===== src/rtl/core/lpsa_pkg.sv =====
// Shared constants and types for the lane pair signal arbiter.
`timescale 1ns / 1ps

package lpsa_pkg;

  localparam int NUM_LANES   = 8;
  localparam int NUM_PHASES  = 13;
  localparam int COUNT_WIDTH = 16;
  localparam int ARRIVE_WIDTH = 8;
  localparam int PAIRS_WIDTH = 36;
  localparam int PHASE_WIDTH = 4;
  localparam int LANE_IDX_WIDTH = $clog2(NUM_LANES);
  localparam int GROUP_WIDTH = 2 * LANE_IDX_WIDTH;

  localparam logic [PAIRS_WIDTH-1:0] PAIRS_LOW_RESET  = 36'd28067601680;
  localparam logic [PAIRS_WIDTH-1:0] PAIRS_HIGH_RESET = 36'd55474360236;

  localparam logic [PHASE_WIDTH-1:0] PHASE_ALL_RED = '0;

  typedef enum logic {
    REG_PAIRS_LOW  = 1'b0,
    REG_PAIRS_HIGH = 1'b1
  } cfg_reg_t;

  typedef logic [COUNT_WIDTH-1:0]    count_t;
  typedef logic [ARRIVE_WIDTH-1:0]   arrive_t;
  typedef logic [LANE_IDX_WIDTH-1:0] lane_idx_t;
  typedef logic [PHASE_WIDTH-1:0]    phase_t;

endpackage


===== src/rtl/core/lane_pair_signal_arbiter_unit.sv =====
// An accepted item passes through the input register and then the result register.
// Throughput: one item per cycle while out_stall is low; counters and the current phase
// update as an item moves from the input register into the result register, in a single pass.
// Reset: synchronous, active high; clears all waiting counters, selects phase 0 (all red),
// empties both registers and restores the lane pair registers to their defaults.
`timescale 1ns / 1ps

module lane_pair_signal_arbiter_unit (
  input  logic                               clk,
  input  logic                               rst,
  input  logic                               cfg_we,
  input  lpsa_pkg::cfg_reg_t                 cfg_index,
  input  logic [lpsa_pkg::PAIRS_WIDTH-1:0]   cfg_data,
  input  logic                               in_valid,
  output logic                               in_stall,
  input  logic [lpsa_pkg::ARRIVE_WIDTH-1:0]  arrive_lane0,
  input  logic [lpsa_pkg::ARRIVE_WIDTH-1:0]  arrive_lane1,
  input  logic [lpsa_pkg::ARRIVE_WIDTH-1:0]  arrive_lane2,
  input  logic [lpsa_pkg::ARRIVE_WIDTH-1:0]  arrive_lane3,
  input  logic [lpsa_pkg::ARRIVE_WIDTH-1:0]  arrive_lane4,
  input  logic [lpsa_pkg::ARRIVE_WIDTH-1:0]  arrive_lane5,
  input  logic [lpsa_pkg::ARRIVE_WIDTH-1:0]  arrive_lane6,
  input  logic [lpsa_pkg::ARRIVE_WIDTH-1:0]  arrive_lane7,
  output logic                               out_valid,
  input  logic                               out_stall,
  output logic [lpsa_pkg::PHASE_WIDTH-1:0]   green_phase,
  output logic                               all_idle
);

  import lpsa_pkg::*;

  logic [PAIRS_WIDTH-1:0] pairs_low;
  logic [PAIRS_WIDTH-1:0] pairs_high;

  logic    in_reg_valid;
  arrive_t arrive_q [NUM_LANES];
  count_t  lane_waiting [NUM_LANES];
  count_t  lane_waiting_next [NUM_LANES];
  phase_t  current_phase;
  phase_t  phase_next;

  logic advance;
  logic in_accept;

  assign advance   = !out_valid || !out_stall;
  assign in_stall  = in_reg_valid && !advance;
  assign in_accept = in_valid && !in_stall;

  // Configuration registers.
  always_ff @(posedge clk) begin
    if (rst) begin
      pairs_low  <= PAIRS_LOW_RESET;
      pairs_high <= PAIRS_HIGH_RESET;
    end else if (cfg_we) begin
      case (cfg_index)
        REG_PAIRS_LOW:  pairs_low  <= cfg_data;
        REG_PAIRS_HIGH: pairs_high <= cfg_data;
        default: ;
      endcase
    end
  end

  // Input register.
  always_ff @(posedge clk) begin
    if (rst) begin
      in_reg_valid <= 1'b0;
    end else if (advance || !in_reg_valid) begin
      in_reg_valid <= in_accept;
    end
  end

  always_ff @(posedge clk) begin
    if (in_accept) begin
      arrive_q[0] <= arrive_lane0;
      arrive_q[1] <= arrive_lane1;
      arrive_q[2] <= arrive_lane2;
      arrive_q[3] <= arrive_lane3;
      arrive_q[4] <= arrive_lane4;
      arrive_q[5] <= arrive_lane5;
      arrive_q[6] <= arrive_lane6;
      arrive_q[7] <= arrive_lane7;
    end
  end

  // Single pass: saturating add, busy mask, phase pick, service decrement.
  logic [2*PAIRS_WIDTH-1:0] pairs_all;
  count_t                   sat [NUM_LANES];
  logic [COUNT_WIDTH:0]     sum [NUM_LANES];
  logic [NUM_LANES-1:0]     busy;
  lane_idx_t                lane_a [1:NUM_PHASES-1];
  lane_idx_t                lane_b [1:NUM_PHASES-1];
  logic [NUM_PHASES-1:1]    both_wait;
  logic [NUM_PHASES-1:1]    one_wait;
  phase_t                   pick_both;
  phase_t                   pick_one;
  logic                     found_both;
  logic                     found_one;
  logic                     keep_current;
  lane_idx_t                sel_a;
  lane_idx_t                sel_b;
  logic [1:0]               hits [NUM_LANES];

  assign pairs_all = {pairs_high, pairs_low};

  always_comb begin
    for (int i = 0; i < NUM_LANES; i++) begin
      sum[i]  = {1'b0, lane_waiting[i]} + {{(COUNT_WIDTH + 1 - ARRIVE_WIDTH){1'b0}}, arrive_q[i]};
      sat[i]  = sum[i][COUNT_WIDTH] ? {COUNT_WIDTH{1'b1}} : sum[i][COUNT_WIDTH-1:0];
      busy[i] = (sat[i] != '0);
    end

    keep_current = 1'b0;
    for (int p = 1; p < NUM_PHASES; p++) begin
      lane_a[p]    = pairs_all[GROUP_WIDTH*(p-1) +: LANE_IDX_WIDTH];
      lane_b[p]    = pairs_all[GROUP_WIDTH*(p-1) + LANE_IDX_WIDTH +: LANE_IDX_WIDTH];
      both_wait[p] = busy[lane_a[p]] && busy[lane_b[p]] && (current_phase != PHASE_WIDTH'(p));
      one_wait[p]  = (busy[lane_a[p]] || busy[lane_b[p]]) && (current_phase != PHASE_WIDTH'(p));
      if (current_phase == PHASE_WIDTH'(p)) begin
        keep_current = busy[lane_a[p]] || busy[lane_b[p]];
      end
    end

    // Walk from the top so the lowest-numbered match wins.
    pick_both  = PHASE_ALL_RED;
    pick_one   = PHASE_ALL_RED;
    found_both = 1'b0;
    found_one  = 1'b0;
    for (int p = NUM_PHASES - 1; p >= 1; p--) begin
      if (both_wait[p]) begin
        pick_both  = PHASE_WIDTH'(p);
        found_both = 1'b1;
      end
      if (one_wait[p]) begin
        pick_one  = PHASE_WIDTH'(p);
        found_one = 1'b1;
      end
    end

    if (found_both) begin
      phase_next = pick_both;
    end else if (found_one) begin
      phase_next = pick_one;
    end else if (keep_current) begin
      phase_next = current_phase;
    end else begin
      phase_next = PHASE_ALL_RED;
    end

    sel_a = '0;
    sel_b = '0;
    for (int p = 1; p < NUM_PHASES; p++) begin
      if (phase_next == PHASE_WIDTH'(p)) begin
        sel_a = lane_a[p];
        sel_b = lane_b[p];
      end
    end

    // A lane named twice in the served phase is taken down by two, stopping at zero.
    for (int i = 0; i < NUM_LANES; i++) begin
      hits[i] = 2'b00;
      if (phase_next != PHASE_ALL_RED) begin
        hits[i] = {1'b0, (sel_a == LANE_IDX_WIDTH'(i))} + {1'b0, (sel_b == LANE_IDX_WIDTH'(i))};
      end
      lane_waiting_next[i] = (sat[i] >= COUNT_WIDTH'(hits[i]))
                             ? sat[i] - COUNT_WIDTH'(hits[i]) : '0;
    end
  end

  // State and result register.
  always_ff @(posedge clk) begin
    if (rst) begin
      out_valid     <= 1'b0;
      current_phase <= PHASE_ALL_RED;
      for (int i = 0; i < NUM_LANES; i++) begin
        lane_waiting[i] <= '0;
      end
    end else if (advance) begin
      out_valid <= in_reg_valid;
      if (in_reg_valid) begin
        current_phase <= phase_next;
        for (int i = 0; i < NUM_LANES; i++) begin
          lane_waiting[i] <= lane_waiting_next[i];
        end
      end
    end
  end

  always_ff @(posedge clk) begin
    if (advance && in_reg_valid) begin
      green_phase <= phase_next;
      all_idle    <= (phase_next == PHASE_ALL_RED);
    end
  end

`ifndef SYNTHESIS
  a_idle_matches_phase: assert property (@(posedge clk) disable iff (rst)
    out_valid |-> (all_idle == (green_phase == PHASE_ALL_RED)))
    else $error("all_idle disagrees with green_phase");

  a_phase_in_range: assert property (@(posedge clk) disable iff (rst)
    out_valid |-> (green_phase < PHASE_WIDTH'(NUM_PHASES)))
    else $error("green_phase out of range");

  a_result_is_current: assert property (@(posedge clk) disable iff (rst)
    out_valid |-> (green_phase == current_phase))
    else $error("result phase differs from current phase");

  a_stall_only_when_full: assert property (@(posedge clk) disable iff (rst)
    in_stall |-> (in_reg_valid && out_valid && out_stall))
    else $error("input stalled with room in the pipeline");

  a_state_holds_when_blocked: assert property (@(posedge clk) disable iff (rst)
    (out_valid && out_stall) |=> $stable(current_phase))
    else $error("current phase moved while the result was held");
`endif

endmodule

===== config.mk =====
export PLATFORM = sky130hd
export DESIGN_NAME = lane_pair_signal_arbiter_unit
export DESIGN_NICKNAME = d
export VERILOG_FILES = /design/src/rtl/core/lpsa_pkg.sv /design/src/rtl/core/lane_pair_signal_arbiter_unit.sv
export SDC_FILE = /design/constraint.sdc
export NUM_CORES = 1
export LEC_CHECK = 0
export ABC_AREA = 1
export BUFFER_PORTS_ARGS = -buffer_cell sky130_fd_sc_hd__clkbuf_2
export CAP_MARGIN = 5
export CORE_AREA = 2 2 137 273
export CTS_CLUSTER_DIAMETER = 100
export CTS_CLUSTER_SIZE = 8
export DETAILED_ROUTE_END_ITERATION = 7
export DIE_AREA = 0 0 139 275
export GPL_TIMING_DRIVEN = 1
export PLACE_DENSITY = 0.93
export SYNTH_ARGS = -nofsm -noshare
export SYNTH_HDL_FRONTEND = slang
export SYNTH_SLANG_ARGS = --single-unit

===== constraint.sdc =====
create_clock -name clk -period 8.4 [get_ports clk]
set_input_delay 1.68 -clock clk [delete_from_list [all_inputs] [get_ports clk]]
set_output_delay 1.68 -clock clk [all_outputs]
set_load 0.03 [all_outputs]

==> results.md <==
* Synth area leader: edfxtp_1
* Worst Path Max Fanout at 9
* Slew Limit Fails at 0
* CP Data Arrival Time at 8.21 ns
* IO buf count at 112
* # IOs at 113
* Starting Density at 63.2%
* Die W at 139 µm
* Primary FF master, synth: edfxtp_1
* Commonest non-fill, non-tap cell in the layout: nand2_1
* Setup CP Type: flop to flop
* Outcome: finished, final reports clean
* Worst-case clock buffer depth at 3
* Skew final at 0.0234 ns
* Final WS setup at 0.478 ns
* Internal reg-to-reg setup slack at 0.48 ns
* Critical Path Stages at 52
* Flops & latches, synth at 275
* H-tree depth at 2
* Unique masters post-synth at 63
* Mapped Cells at 3,394
* Hold Buf Count CTS at 0
* Worst-skew pair later-pin latency at 0.55 ns
* Place WS at 0.111 ns
* Worst min path class: flop to flop
* Vias/cell at 5.86
* Leakage at 13.3 nW
* Chip height at 275 µm
* Placed Cells incl. Taps at 4,053
* Fmax at 126 MHz
* Minimum clock period at 7.92 ns
* Number of core rows at 99
* Max-cap violations at 0
* GP Congestion at 1.06
* Final-stage net count at 3,895
* CP endpoint kind: flop
* Clock-pin slew on the worst setup and hold paths at 0.06 ns
* Top cell by count, worst path: nand2_1
* CP max-delay cell: edfxtp_1
* Hold Fails Final Rpt at 0
* Final std cells w/o fill at 4,166
* CP Launch Type: flop
* EDFF count, synth at 197
* Synth warn at 0
* Worst-margin pin slew at 1.19 ns
* Routed vias at 24,412
* Syn nets at 3,604
* Top cells by area, synth: edfxtp_1 (26%), nand2_1 (16%), inv_1 (7.6%)
* Commonest non-fill, non-tap cells in the layout: nand2_1 (977), inv_1 (461), nor2_1 (342)
* Period utilization at 94.3%
* CTS tree: done
* CP bufs+invs at 3
* Core footprint at 36,200 µm²
* Grt ovf at 0
* Global-route wire length before repair at 112,000 µm
* Layout cells sized above 1 at 16.6%
* Maximum vdd ir drop at 0.219 mV
* P per Cell Area at 183 nW/µm²
* HPWL Detailed at 55,100 µm
* Largest net degree at the start of global routing at 74
* Clock root buffer: clkbuf_16
* Ant diodes at 0
* Remaining DRCs at 0
* Die area at 38,200 µm²
* Async set or reset register ratio after synthesis at 0%
* Max_slew headroom at 20.7%
* Top cell type's share of synthesized area at 25.9%
* CP top delay family: simple AND/OR/NAND/NOR gates
* # clock sinks at 275
* DR pass1 iterations at 6
* Layout area overhead at 17.0%
* GRT Util Overall at 36.2%
* Register area share after synthesis at 32.7%
* Drt first-iter violations at 2,089
* Remaining antenna violation count at 0
* Total CTS buffers at 40
* Reg2reg path depth at 52
* Smallest hold slack at 0.496 ns
* Vias in the first global route at 22,668
* Hold Crit Depth at 2
* Average cell area after synthesis at 6.73 µm²
* Routed len/inst at 17.5 µm
* Worst EP required at 8.69 ns
* Setup-failing EPs final at 0
* Post-Syn Area at 22,900 µm²
* Initial antenna violation count at 0
* Detailed Route WL at 73,100 µm
* Biggest cell delay along the critical path at 0.40 ns
[power breakdown]
part | switching (W) | internal, W | total (W)
clock | 0.000618 | 0.000903 | 0.00152
combinational | 0.00111 | 0.000589 | 0.00169
sequential | 0.0000992 | 0.00159 | 0.00169
[sequential cells by signal (all words and copies together) (netlist names), 4 cells and up]
signal and count:
arrive_q 64, current_phase 4, green_phase 4, lane_waiting 128, pairs_high 36, pairs_low 36
[per-layer routing]
metal  GRT usage [%]  part of all wire [%]  up-vias
met1            43.4                    38    11115
li1                -                     -    11725
met5               0                     0        -
met4            18.6                   6.0        0
met2            64.5                    49     1282
met3            3.74                   7.8      290
[layout make-up]
cell class	instances	area, µm²
Fill cell	2837	9430
Clock inverter	3	23.8
Timing Repair Buffer	294	2000
Inverter	512	1950
Multi-Input combinational cell	2562	13600
Tap cell	454	568
Clock buffer	66	1120
Sequential cell	275	7480
[path summary, 6_finish.rpt]
kind	startpoint	endpoint
setup reg to reg	lane_waiting[0][48]	lane_waiting[1][47]
hold reg to reg	in_reg_valid	out_valid
hold / removal	in_reg_valid	out_valid
setup / recovery	lane_waiting[0][48]	lane_waiting[1][47]
[per-stage QoR]
step / total power [W] / instance area (µm²) / setup TNS (ns) / util, %
finish: 0.00491 / 26700 / 0 / 73.9
global route: 0.00515 / 26700 / -0.240 / 73.9
CTS: 0.00481 / 26000 / 0 / 71.8
detailed placement: 0.00329 / 24800 / 0 / 68.7
global placement: 0.00323 / 24800 / 0 / 68.7
floorplan: 0.00281 / 22900 / 0 / -
[tightest hold or removal path, delay by kind of cell (launching register included)]
| family | cells | cell delay (ns) |
|---|---|---|
| DFF | 1 | 0.29 |
| buffers and inverters | 1 | 0.08 |
| AOI/OAI and AO/OA | 1 | 0.07 |
[cells in the mapped netlist, types with 36 or more instances]
library cell / number
nand2_1: 998
inv_1: 464
nor2_1: 370
nand3_1: 347
edfxtp_1: 197
a21oi_1: 171
ha_1: 88
dfxtp_1: 78
nand4_1: 74
o21ai_0: 74
o211ai_1: 55
nor3_1: 46
inv_2: 43
xor2_1: 36
[timing repair]
item | 4_1_cts | 5_1_grt
endpoints found under the setup margin | 0 | 128
buffers inserted | 0 | 38
resized for setup | 0 | 120
[logic make-up (layout without fill, tap and decap cells)]
logic type      Yosys count  count (layout)  synth area share [%]
xor+xnor                 59              59                  2.26
buf+inv                 563             875                  9.76
flops                   275             275                  32.7
simple gates           2003            2009                  39.1
compound gates          390             390                  9.92
fa+ha+maj               104             104                  6.22
Power figures use the tool's default switching activity.
